File: config.mk
export PLATFORM = sky130hd
export DESIGN_NAME = ssdl_cell
export DESIGN_NICKNAME = d
export VERILOG_FILES = /design/src/hw/rtl/stable_sorted_draw_list_core_assert.svh /design/src/hw/rtl/ssdl_pkg.sv /design/src/hw/rtl/ssdl_cell.sv
export SDC_FILE = /design/constraint.sdc
export NUM_CORES = 1
export LEC_CHECK = 0
export BUFFER_PORTS_ARGS = -buffer_cell sky130_fd_sc_hd__buf_2
export CAP_MARGIN = 20
export CORE_MARGIN = 2
export CORE_UTILIZATION = 48
export CTS_CLUSTER_SIZE = 20
export DETAILED_ROUTE_END_ITERATION = 10
export PLACE_DENSITY = 0.94
export SETUP_SLACK_MARGIN = 0.4
export SLEW_MARGIN = 20
export SYNTH_ARGS = -nofsm -noshare
export SYNTH_HDL_FRONTEND = slang
export SYNTH_SLANG_ARGS = --single-unit
File: constraint.sdc
create_clock -name clk -period 7.1 [get_ports clk]
set_input_delay 1.065 -clock clk [delete_from_list [all_inputs] [get_ports clk]]
set_output_delay 1.065 -clock clk [all_outputs]
set_load 0.02 [all_outputs]
File: src/hw/rtl/stable_sorted_draw_list_core_assert.svh
// ----------------------------------------------------------------------------
// stable sorted draw list assertion macros
// shared property forms for the list core checks
// ----------------------------------------------------------------------------
`ifndef STABLE_SORTED_DRAW_LIST_CORE_ASSERT_SVH
`define STABLE_SORTED_DRAW_LIST_CORE_ASSERT_SVH

// same-cycle implication
`define SSDL_ASSERT_IMP(lbl, clk, rst_n, ante, cons) \
  lbl: assert property (@(posedge clk) disable iff (!rst_n) (ante) |-> (cons)) \
    else $error("ssdl assertion failed");

// next-cycle implication
`define SSDL_ASSERT_NXT(lbl, clk, rst_n, ante, cons) \
  lbl: assert property (@(posedge clk) disable iff (!rst_n) (ante) |=> (cons)) \
    else $error("ssdl assertion failed");

`endif

File: src/hw/rtl/ssdl_pkg.sv
// ----------------------------------------------------------------------------
// ssdl_pkg
// constants, codes and types shared by the sorted draw list cells and core
// ----------------------------------------------------------------------------
package ssdl_pkg;

  localparam int MAX_ENTRIES = 64;
  localparam int KEY_LIMIT   = 1000000;

  localparam int IDX_W = $clog2(MAX_ENTRIES);
  localparam int CNT_W = $clog2(MAX_ENTRIES + 1);
  localparam int KEY_W = 20;
  localparam int ID_W  = 8;
  localparam int CMD_W = 3;
  localparam int ST_W  = 3;

  localparam logic [CMD_W-1:0] CMD_INSERT  = 3'd0;
  localparam logic [CMD_W-1:0] CMD_REMOVE  = 3'd1;
  localparam logic [CMD_W-1:0] CMD_ADVANCE = 3'd2;
  localparam logic [CMD_W-1:0] CMD_REWIND  = 3'd3;
  localparam logic [CMD_W-1:0] CMD_CLEAR   = 3'd4;

  localparam logic [ST_W-1:0] ST_OK      = 3'd0;
  localparam logic [ST_W-1:0] ST_FULL    = 3'd1;
  localparam logic [ST_W-1:0] ST_MISSING = 3'd2;
  localparam logic [ST_W-1:0] ST_DUP     = 3'd3;
  localparam logic [ST_W-1:0] ST_END     = 3'd4;

  localparam logic [KEY_W-1:0] KEY_SAT = KEY_W'(KEY_LIMIT - 1);

  typedef enum logic [1:0] {
    OP_HOLD,
    OP_INS,
    OP_REM
  } cell_op_t;

  typedef struct packed {
    cell_op_t               op;
    logic [KEY_W-1:0]       key;
    logic [ID_W-1:0]        id;
    logic [IDX_W-1:0]       rm_idx;
    logic [CNT_W-1:0]       count;
  } cell_ctl_t;

  function automatic logic [IDX_W-1:0] onehot_to_idx(input logic [MAX_ENTRIES-1:0] v);
    logic [IDX_W-1:0] idx;
    idx = '0;
    for (int i = 0; i < MAX_ENTRIES; i++) begin
      if (v[i]) begin
        idx = idx | IDX_W'(i);
      end
    end
    return idx;
  endfunction

endpackage

File: src/hw/rtl/ssdl_cell.sv
// ----------------------------------------------------------------------------
// ssdl_cell
// one list slot: holds an entry, compares it with the broadcast item and
// takes the item or its left neighbor on insert, or its right neighbor on remove
// ----------------------------------------------------------------------------
module ssdl_cell
  import ssdl_pkg::*;
(
  input  logic             clk,
  input  cell_ctl_t        ctl,
  input  logic [IDX_W-1:0] cell_idx,
  input  logic             left_le,
  input  logic [KEY_W-1:0] left_key,
  input  logic [ID_W-1:0]  left_id,
  input  logic [KEY_W-1:0] right_key,
  input  logic [ID_W-1:0]  right_id,
  output logic [KEY_W-1:0] key,
  output logic [ID_W-1:0]  id,
  output logic             le,
  output logic             match
);

  logic [KEY_W-1:0] key_r, key_nxt;
  logic [ID_W-1:0]  id_r, id_nxt;
  logic             occ;

  assign occ   = CNT_W'(cell_idx) < ctl.count;
  assign le    = occ && (key_r <= ctl.key);
  assign match = occ && (id_r == ctl.id);
  assign key   = key_r;
  assign id    = id_r;

  always_comb begin
    key_nxt = key_r;
    id_nxt  = id_r;
    unique case (ctl.op)
      OP_INS: begin
        if (!le) begin
          if (left_le) begin
            key_nxt = ctl.key;
            id_nxt  = ctl.id;
          end else begin
            key_nxt = left_key;
            id_nxt  = left_id;
          end
        end
      end
      OP_REM: begin
        if (cell_idx >= ctl.rm_idx) begin
          key_nxt = right_key;
          id_nxt  = right_id;
        end
      end
      default: begin
      end
    endcase
  end

  always_ff @(posedge clk) begin
    key_r <= key_nxt;
    id_r  <= id_nxt;
  end

endmodule

### Word level (Yosys, flattened, before mapping)

Cells that the tools add are included.

* logic and storage cells: 22
* output and inout bits: 30
* bits in registers: 28

* reductions and logical operators: 4
* equal/unequal tests: 5
* order comparisons: 3
* multiplexer cells: 8

Operator list (count)
* two-way mux 20 bit: 3
* one-hot mux 20 bit (2 select lines): 1
* two-way mux 8 bit: 3
* <= comparator 20 bit: 1
* one-hot mux 8 bit (2 select lines): 1
* equality test 8 bit: 1
* < comparator 6 x 7 -> 1 bit: 1
* greater-or-equal comparator 6 bit: 1
* inequality test 2 bit, second input constant: 2
* AND reduction 3 bit: 1
* equality test 2 x 1 -> 1 bit, second input constant: 1
* equality test 2 bit, second input constant: 1
* logical AND 1 bit: 2
* nonzero test 2 bit: 1

### Depth between registers and ports, before layout

Gate-level depths: netlist of run 1.

* depth in word-level cells: 4
* gate-level depth with buffers: 8
* depth with buffers taken out: 8

### Worst setup path after synthesis of run 1

No wires, ideal clock.

* kind: input to output
* start point: input port ctl[4] in the netlist's numbering
* end point: output port match
* slack: 3683 ps
* data arrival time: 2352 ps
* buffers on the path: 0
* stages on the path: 6
* data required time: 6035 ps
* cells stage by stage: inv_1 > ha_1 > a21o_1 > a21oi_1 > o21ai_2 > a211oi_1

* cells in the longest elaborated chain, start to end: 2

RTL lines
* from (decl): line ssdl_cell.sv:10 `input cell_ctl_t ctl,`
* < comparator 6 x 7 -> 1 bit: line ssdl_cell.sv:27 `assign occ = CNT_W'(cell_idx) < ctl.count;`
* logical AND 1 bit: line ssdl_cell.sv:29 `assign match = occ && (id_r == ctl.id);`
* to (decl): line ssdl_cell.sv:20 `output logic match`

Every way passes these cells.

### Worst setup path after layout of run 1

* start point: input port ctl[28] in the netlist's numbering
* end point: output port le

* cells in the longest elaborated chain, start to end: 2

RTL lines
* <= comparator 20 bit: line ssdl_cell.sv:28 `assign le = occ && (key_r <= ctl.key);`
* logical AND 1 bit: line ssdl_cell.sv:28
* to (decl): line ssdl_cell.sv:19 `output logic le,`

Every way passes these cells.

==> results of run 1 <==
-- layout make-up --
type	instances	area share, %
multi-input combinational	174	42.2
inverter	33	3.96
timing repair buffer	138	22.9
clock buffer	3	1.32
sequential	28	26.9
tap	67	2.68
-- metrics by stage --
| step | cells | power [mW] | utilization (%) |
|---|---|---|---|
| after floorplan | 244 | 0.307 | - |
| after detailed placement | 439 | 0.370 | 64.7 |
| final | 443 | 0.450 | 66.1 |
| after CTS | 442 | 0.454 | 65.6 |
| after global routing | 443 | 0.480 | 66.1 |
| after global placement | 439 | 0.362 | 64.7 |
-- critical path: stages --
cell and delay [ps]:
buf_2 90, inv_1 40, ha_1 330, a21oi_1 160, o21ai_0 110, a221oi_1 320
nand3_1 130, a22oi_2 180, buf_2 210
-- registers in the layout, indices dropped and copies added, names as in the netlist --
signal	count
id	8
key	20
-- final timing paths --
path | to | start | slack [ps]
max reg2reg | key[2] | key[1] | 4450
min reg2reg | id[3] | key[2] | 1490
min | id[5] | right_id[5] | 1070
max | le | ctl[28] | 3410
-- power groups by stage --
stage               logic (mW)  clock network [mW]  registers (mW)
detailed placement       0.157                   0           0.212
global route             0.176              0.0939           0.210
finish                   0.157              0.0842           0.209
global placement         0.151                   0           0.212
CTS                      0.157              0.0885           0.209
floorplan               0.0786                   0           0.228
-- logic make-up (layout without fill, tap and decap cells) --
family,Yosys count,count (layout),synth area share [%]
adder cells (fa/ha/maj),31,31,16.6
AND/OR/NAND/NOR,53,53,10.7
AO/OA/AOI/OAI,54,54,13.8
buffers and inverters,42,174,7.97
multiplexers,28,28,12.0
XOR/XNOR,8,8,3.00
flip-flops,28,28,36.0
-- cell usage in the layout, fill, tap and decap left out, drive strengths merged --
cell type	count
a211o	1
a211oi	1
a21o	2
a21oi	13
a221oi	2
a22oi	1
and4	2
buf	138
clkbuf	3
edfxtp	28
ha	31
inv	33
mux2i	28
nand2	35
nand2b	2
nand3	5
nand4	5
nor2b	2
nor4	1
o211ai	1
o21ai	32
o2bb2ai	1
or2b	1
xnor2	8
-- metal layers --
layer  routed length [um]  GRT usage (%)
met1                 2270           23.5
met2                 2980           39.9
met3                  293           2.88
met4                   46           3.84
met5                    0              0
==> flow_summary.toml, run 1 <==
[drt]
drc = 0
ant_nets = 0
avgViaCountPerCell = 4.94
vias = 2189
first_pass_iters = 4
wl_per_cell_um = 12.6
routed_wl_mm = 5.59
drt_iter0_markers = 39

[cells_and_area]
multi_input_area_um2 = 1320
area_growth_pct = 33.6
design_area_um2 = 3120
ff_latch_area_um2 = 841
antennaDiodeCount = 0
fin_nets = 516
fillers = 392
drive_gt1_share_pct = 39.4

[yosys]
yosys-top-cells-count = "nand2_1, inv_1, ha_1, edfxtp_1, mux2i_1"
synth_fp_nets = 382
synthFlopType = "edfxtp_1"
syn_area_per_cell_um2 = 9.58
syn_inst = 244
synth_most_common_cell = "nand2_1"
yosysSeqAreaShare_pct = 36.0
synth_seq_cells = 28
synthTopCellsByArea = "edfxtp_1, ha_1, mux2i_1, nand2_1, inv_1"
synth_top_area_share_pct = 36.0
synth_edf_count = 28
netlist_area_um2 = 2340
synthArstFlopShare_pct = 0
post-synth-top-area-cell = "edfxtp_1"
synth_warnings = 0
ys_types = 31

[place]
io_buffers = 136
place_congestion = 0.748
place_ws_ps = 3370
place_area_um2 = 3060
place.detailed.hpwl_mm = 4.64

[power]
power_frac_comb_pct = 34.9
leakage_nw = 1.62
powerDensity_nw_per_um2 = 144
switchingPower_mw = 0.140
clkPwrFrac_pct = 18.7
sw_frac_of_total_pct = 31.0
power.internal_mw = 0.311
p_seq_share_pct = 46.3
peakVddDrop_mv = 0.0808

[job]
maxCapViolations = 0

[global_route]
grt_overflow = 0
grt_max_degree = 58
first_global_vias = 2090
antenna_found_initial = 0
grt.total_usage_pct = 20.5
grt_pass1_wl_mm = 8.80

[timing]
hold_violations = 0
tns_ps = 0
relSlewSlack_pct = 42.9
whs_ps = 1070
fin_crit_sh_pct = 52.0
finalSetupViolCount = 0
worst_clock_skew_ps = 7.10
timing.final.ws_setup_ps = 3410
rsz0062_at_grt = "false"
drv_slew = 0
worst_pin_slew_ps = 857
fmax_mhz = 271
period_needed_ps = 3690

[worst_setup_path]
critPathMaxFanout = 3
reg2reg_depth = 8
end_kind = "output port"
path_class = "primary input to output port"
arrival_ps = 2630
critPathLaunchType = "primary input"
worstPathRequired_ps = 6030

[worst_hold_path]
hold_depth = 3
hp-class = "primary input to flip-flop"

[clock_tree]
ctsHoldBuffers = 0
cts_made_buffers = 3
clock_latency_ps = 270
h-tree-depth = 1
cts_setup_buffers = 0
clockRootBuffer = "clkbuf_8"
ctsResizeCount = 0
cts.sinks = 28
path_clk_slew_ps = 90
cts_tree = "done"
clock_path_buffers = 2

[floorplan]
initial_utilization_pct = 49.5
die_h_um = 73.8
rows = 25
core_um2 = 4720
die_x_um = 73.8
ios = 137
design.die.area_um2 = 5450

[run_status]
status = "completed"
(Power assumes the default switching activity.)
==> run 2: changes to the inputs <==
- ABC_AREA: not set -> 1
- CORE_UTILIZATION: 48 -> 45
- PLACE_DENSITY: 0.94 -> 0.88
- clock period: 7.1 -> 3.6 ns (I/O delays scaled with it)
==> flow_summary.toml, run 2 <==
[yosys]
syn_inst = 325
yosys-top-cells-count = "nand2_1, inv_1, o21ai_0, ha_1, edfxtp_1"
synth_warnings = 0
post-synth-top-area-cell = "edfxtp_1"
synthArstFlopShare_pct = 0
ys_types = 25
synth_seq_cells = 28
synthFlopType = "edfxtp_1"
syn_area_per_cell_um2 = 7.49
synth_top_area_share_pct = 34.6
netlist_area_um2 = 2430
yosysSeqAreaShare_pct = 34.6
synth_fp_nets = 463
synth_edf_count = 28
synthTopCellsByArea = "edfxtp_1, ha_1, nand2_1, o21ai_0, inv_1"
synth_most_common_cell = "nand2_1"

[drt]
routed_wl_mm = 6.44
wl_per_cell_um = 12.3
drt_iter0_markers = 97
drc = 0
avgViaCountPerCell = 4.78
ant_nets = 0
first_pass_iters = 4
vias = 2510

[cells_and_area]
drive_gt1_share_pct = 33.8
layout_common_cells = "buf_2, nand2_1, inv_1"
area_growth_pct = 33.1
fin_nets = 594
largest_register_ffs = 20
layout_commonest_cell = "buf_2"
antennaDiodeCount = 0
instances_no_fill = 525
design_area_um2 = 3240

[worst_setup_path]
r2r-start = "key[19]"
reg2reg_slack_ps = 1220
critPathMaxFanout = 2
worstPathRequired_ps = 3060
slowest_stage = "edfxtp_1"
crit_start = "key[19]"
crit_path_cell_trace = "ha_1 > nand2_2 > inv_1 > nand2_1 > nand2_1 > a21oi_1 > nand3_2 > nand2_1 > nand2_1 > inv_1 > buf_2"
critPathCapture = "le"
critPathMaxStageDelay_ps = 430
critPathLaunchType = "flip-flop"
path_class = "flip-flop to output port"
rr_endpoint = "key[15]"
end_kind = "output port"
crit_top_cell = "nand2_1"
reg2reg_depth = 12
arrival_ps = 1900

[timing]
drv_slew = 0
period_needed_ps = 2440
fmax_mhz = 409
fin_crit_sh_pct = 67.9
worst_clock_skew_ps = 6.90
tns_ps = 0
rsz0062_at_grt = "false"
relSlewSlack_pct = 44.4
hold_violations = 0
finalSetupViolCount = 0
worst_pin_slew_ps = 834

[clock_tree]
ctsHoldBuffers = 0
ctsResizeCount = 0
clockRootBuffer = "clkbuf_8"
cts_tree = "done"
cts_made_buffers = 3
path_clk_slew_ps = 100
clock_path_buffers = 2
cts.sinks = 28
clock_latency_ps = 280
h-tree-depth = 1
cts_setup_buffers = 0

[place]
place_area_um2 = 3170
place_congestion = 0.856
place.detailed.hpwl_mm = 5.36
io_buffers = 136
dp_cells = 521

[floorplan]
die_h_um = 77.5
rows = 26
initial_utilization_pct = 47.0
design.die.area_um2 = 6010
die_x_um = 77.5
core_um2 = 5170
ios = 137

[global_route]
first_global_vias = 2384
grt_overflow = 0
antenna_found_initial = 0
grt_max_degree = 57
grt.total_usage_pct = 21.3
grt_pass1_wl_mm = 10.4

[worst_hold_path]
hp-class = "primary input to flip-flop"

[power]
leakage_nw = 1.77
powerDensity_nw_per_um2 = 306
peakVddDrop_mv = 0.166
total_power_mw = 0.990

[job]
maxCapViolations = 0

[run_status]
status = "completed"
run 2: cell count changes after synthesis, moves of 8 or more:
cell	change
xor2_1	+8
o21ai_0	+36
inv_1	+22
xnor2_1	-8
o21ai_1	-10
nand2_1	+57
nor2_1	+11
mux2i_1	-28
run 2: worst min-delay path by stage:
stage | from | endpoint | slack (ps) | depth (start not counted)
6_report | right_id[2] | id[2] | 540 | 3
5_1_grt | right_id[6] | id[6] | 540 | 3
4_1_cts | right_id[2] | id[2] | 540 | 3
3_5_place_dp | right_key[4] | key[4] | 820 | 3
3_3_place_gp | right_id[6] | id[6] | 820 | 3
2_1_floorplan | right_id[0] | id[0] | 730 | 2
run 2: layout make-up:
cell class,count,area [um2]
inverters,57,214
clock inverters,1,30.0
fillers,487,1930
multi-input cells,228,1320
repair buffers,138,708
flip-flops and latches,28,841
well taps,70,87.6
clock buffers,3,41.3
run 2: cell families after synthesis:
| group | share of synthesized area [%] |
|---|---|
| AND/OR/NAND/NOR | 20.2 |
| AO/OA/AOI/OAI | 15.1 |
| buffers and inverters | 11.4 |
| adder cells (fa/ha/maj) | 15.9 |
| flip-flops | 34.6 |
| XOR/XNOR | 2.88 |
run 2: metal layers:
layer	share of wire, %	wire length (um)	GRT usage [%]
met2	50	3250	39.1
met1	42	2710	25.5
met4	2.4	155	6.79
met5	0	0	0
met3	5.1	329	3.14
run 2: power by group:
group | switching (mW) | leakage, nW | internal, mW
Clock | 0.102 | 0.0357 | 0.149
Combinational | 0.190 | 1.47 | 0.133
Sequential | 0.0156 | 0.262 | 0.399
run 2: worst max-delay path: cells and delay by family, from the launching register on:
kind | cells | cell delay [ps]
AND/OR/NAND/NOR | 6 | 410
adder cells (fa/ha/maj) | 1 | 320
buffers and inverters | 3 | 260
AO/OA/AOI/OAI | 1 | 210
flip-flops | 1 | 430
run 2: metrics by stage:
stage	hold WS, ps	setup WS [ps]	utilization [%]
floorplan	731	1120	-
global placement	821	997	61.2
detailed placement	825	934	61.2
CTS	538	1150	62.6
global route	542	1020	62.6
finish	535	1160	62.6
==> run 3: changes to the inputs <==
- CORE_UTILIZATION: 45 -> 41
- PLACE_DENSITY: 0.88 -> 0.85
- clock period: 3.6 -> 2.2 ns (I/O delays scaled with it)
==> flow_summary.toml, run 3 (synthesized netlist as in run 2, its figures left out) <==
[global_route]
grt_overflow = 0
grt_max_degree = 57
grt.total_usage_pct = 19.2
grt_pass1_wl_mm = 9.85
first_global_vias = 2418
antenna_found_initial = 0

[timing]
worst_clock_skew_ps = 8.27
rsz0062_at_grt = "true"
fin_crit_sh_pct = 96.4
drv_slew = 0
fmax_mhz = 471
timing.final.ws_setup_ps = 78.8
period_needed_ps = 2120
relSlewSlack_pct = 42.9
finalSetupViolCount = 0
hold_violations = 0
worst_pin_slew_ps = 856

[worst_setup_path]
worstPathRequired_ps = 1870
path_class = "flip-flop to output port"
critical_path_buf_inv_count = 2
end_kind = "output port"
critPathMaxFanout = 2
crit_top_cell = "nand2_2"
path_delay_family = "simple AND/OR/NAND/NOR gates"
critPathMaxStageDelay_ps = 450
slowest_stage = "edfxtp_1"
arrival_ps = 1790
crit_path_cell_trace = "ha_4 > nand2_2 > nor2_4 > nand2_2 > nor2_4 > nand2_2 > nand3_2 > nand2_2 > nand2_2 > inv_2 > buf_6"
critPathLaunchType = "flip-flop"

[drt]
vias = 2554
drt_iter0_markers = 42
drc = 0
route.layer.met1.wl_mm = 2.57
routed_wl_mm = 6.45
top_layer = "met4"
wl_per_cell_um = 12.0
avgViaCountPerCell = 4.74
ant_nets = 0
first_pass_iters = 4
wl_met2_mm = 3.45
dr_wl_met3_um = 321

[cells_and_area]
layout_commonest_cell = "buf_2"
largest_register_ffs = 20
fillers = 533
antennaDiodeCount = 0
final_util_pct = 59.9
fin_nets = 604
layout_common_cells = "buf_2, nand2_1, inv_1"
drive_gt1_share_pct = 39.7
design_area_um2 = 3480
area_growth_pct = 43.1

[clock_tree]
clockRootBuffer = "clkbuf_8"
cts_tree = "done"
clock_path_buffers = 2
path_clk_slew_ps = 100
h-tree-depth = 1
clock_latency_ps = 270
cts.sinks = 28
ctsHoldBuffers = 0
cts_made_buffers = 3

[place]
place_area_um2 = 3190
place.detailed.hpwl_mm = 4.82
io_buffers = 136
place_ws_ps = 115
place_congestion = 0.797

[floorplan]
initial_utilization_pct = 41.8
rows = 28
die_x_um = 81.0
core_um2 = 5820
ios = 137
die_h_um = 81.0
design.die.area_um2 = 6570

[power]
leakage_nw = 1.82
powerDensity_nw_per_um2 = 454
peakVddDrop_mv = 0.254

[worst_hold_path]
hp-class = "primary input to flip-flop"

[job]
maxCapViolations = 0

[run_status]
status = "completed"
[run 3: cell types whose count changed in the layout (fill, tap and decap cells not counted), sizes merged]
cell    delta
buf        +7
bufinv     -1
nand2      +3
[run 3: worst paths after layout]
check | start | endpoint | slack, ps | cells after the start
max | key[11] | le | 80 | 11
min | right_id[6] | id[6] | 330 | 3
max reg2reg | key[11] | key[14] | 100 | 13
min reg2reg | key[19] | id[6] | 1370 | 11
[run 3: layout make-up]
cell class / instances / area [um2] / area share [%]
multi-input cells: 231 / 1530 / 44.0
well taps: 75 / 93.8 / 2.69
repair buffers: 145 / 761 / 21.8
clock buffers: 3 / 41.3 / 1.19
inverters: 57 / 214 / 6.14
flip-flops and latches: 28 / 841 / 24.1
[run 3: what timing repair did]
item | in CTS | in global routing
endpoints found under the setup margin | 30 | 30
resized for setup | 20 | 8
gates cloned | 3 | 0
setup buffers | 6 | 2
pin swaps | 11 | 10
[run 3: power by group]
group          switching (mW)  internal (mW)
clock                   0.159          0.123
sequential             0.0292          0.653
combinational           0.349          0.267
[run 3: worst reg2reg max path: cells and delay by family, from the launching register on]
family / cells / cell delay [ps]
buffers and inverters: 2 / 210
adders and majority gates: 1 / 300
DFF: 1 / 450
and+or+nand+nor: 10 / 860
[run 3: layer usage]
layer / global-route usage, % / vias to the layer above
met5: 0 / -
met4: 6.10 / 0
met3: 1.78 / 10
met2: 37.1 / 87
met1: 21.9 / 1119
li1: - / 1338
[run 3: stage by stage]
step / total power [mW] / instances / setup TNS [ps] / hold WS, ps
6_report: 1.58 / 539 / 0 / 328
5_1_grt: 1.69 / 539 / -76.4 / 331
4_1_cts: 1.58 / 537 / 0 / 321
3_5_place_dp: 1.22 / 525 / 0 / 616
3_3_place_gp: 1.19 / 525 / 0 / 611
2_1_floorplan: 1.01 / 325 / 0 / 521
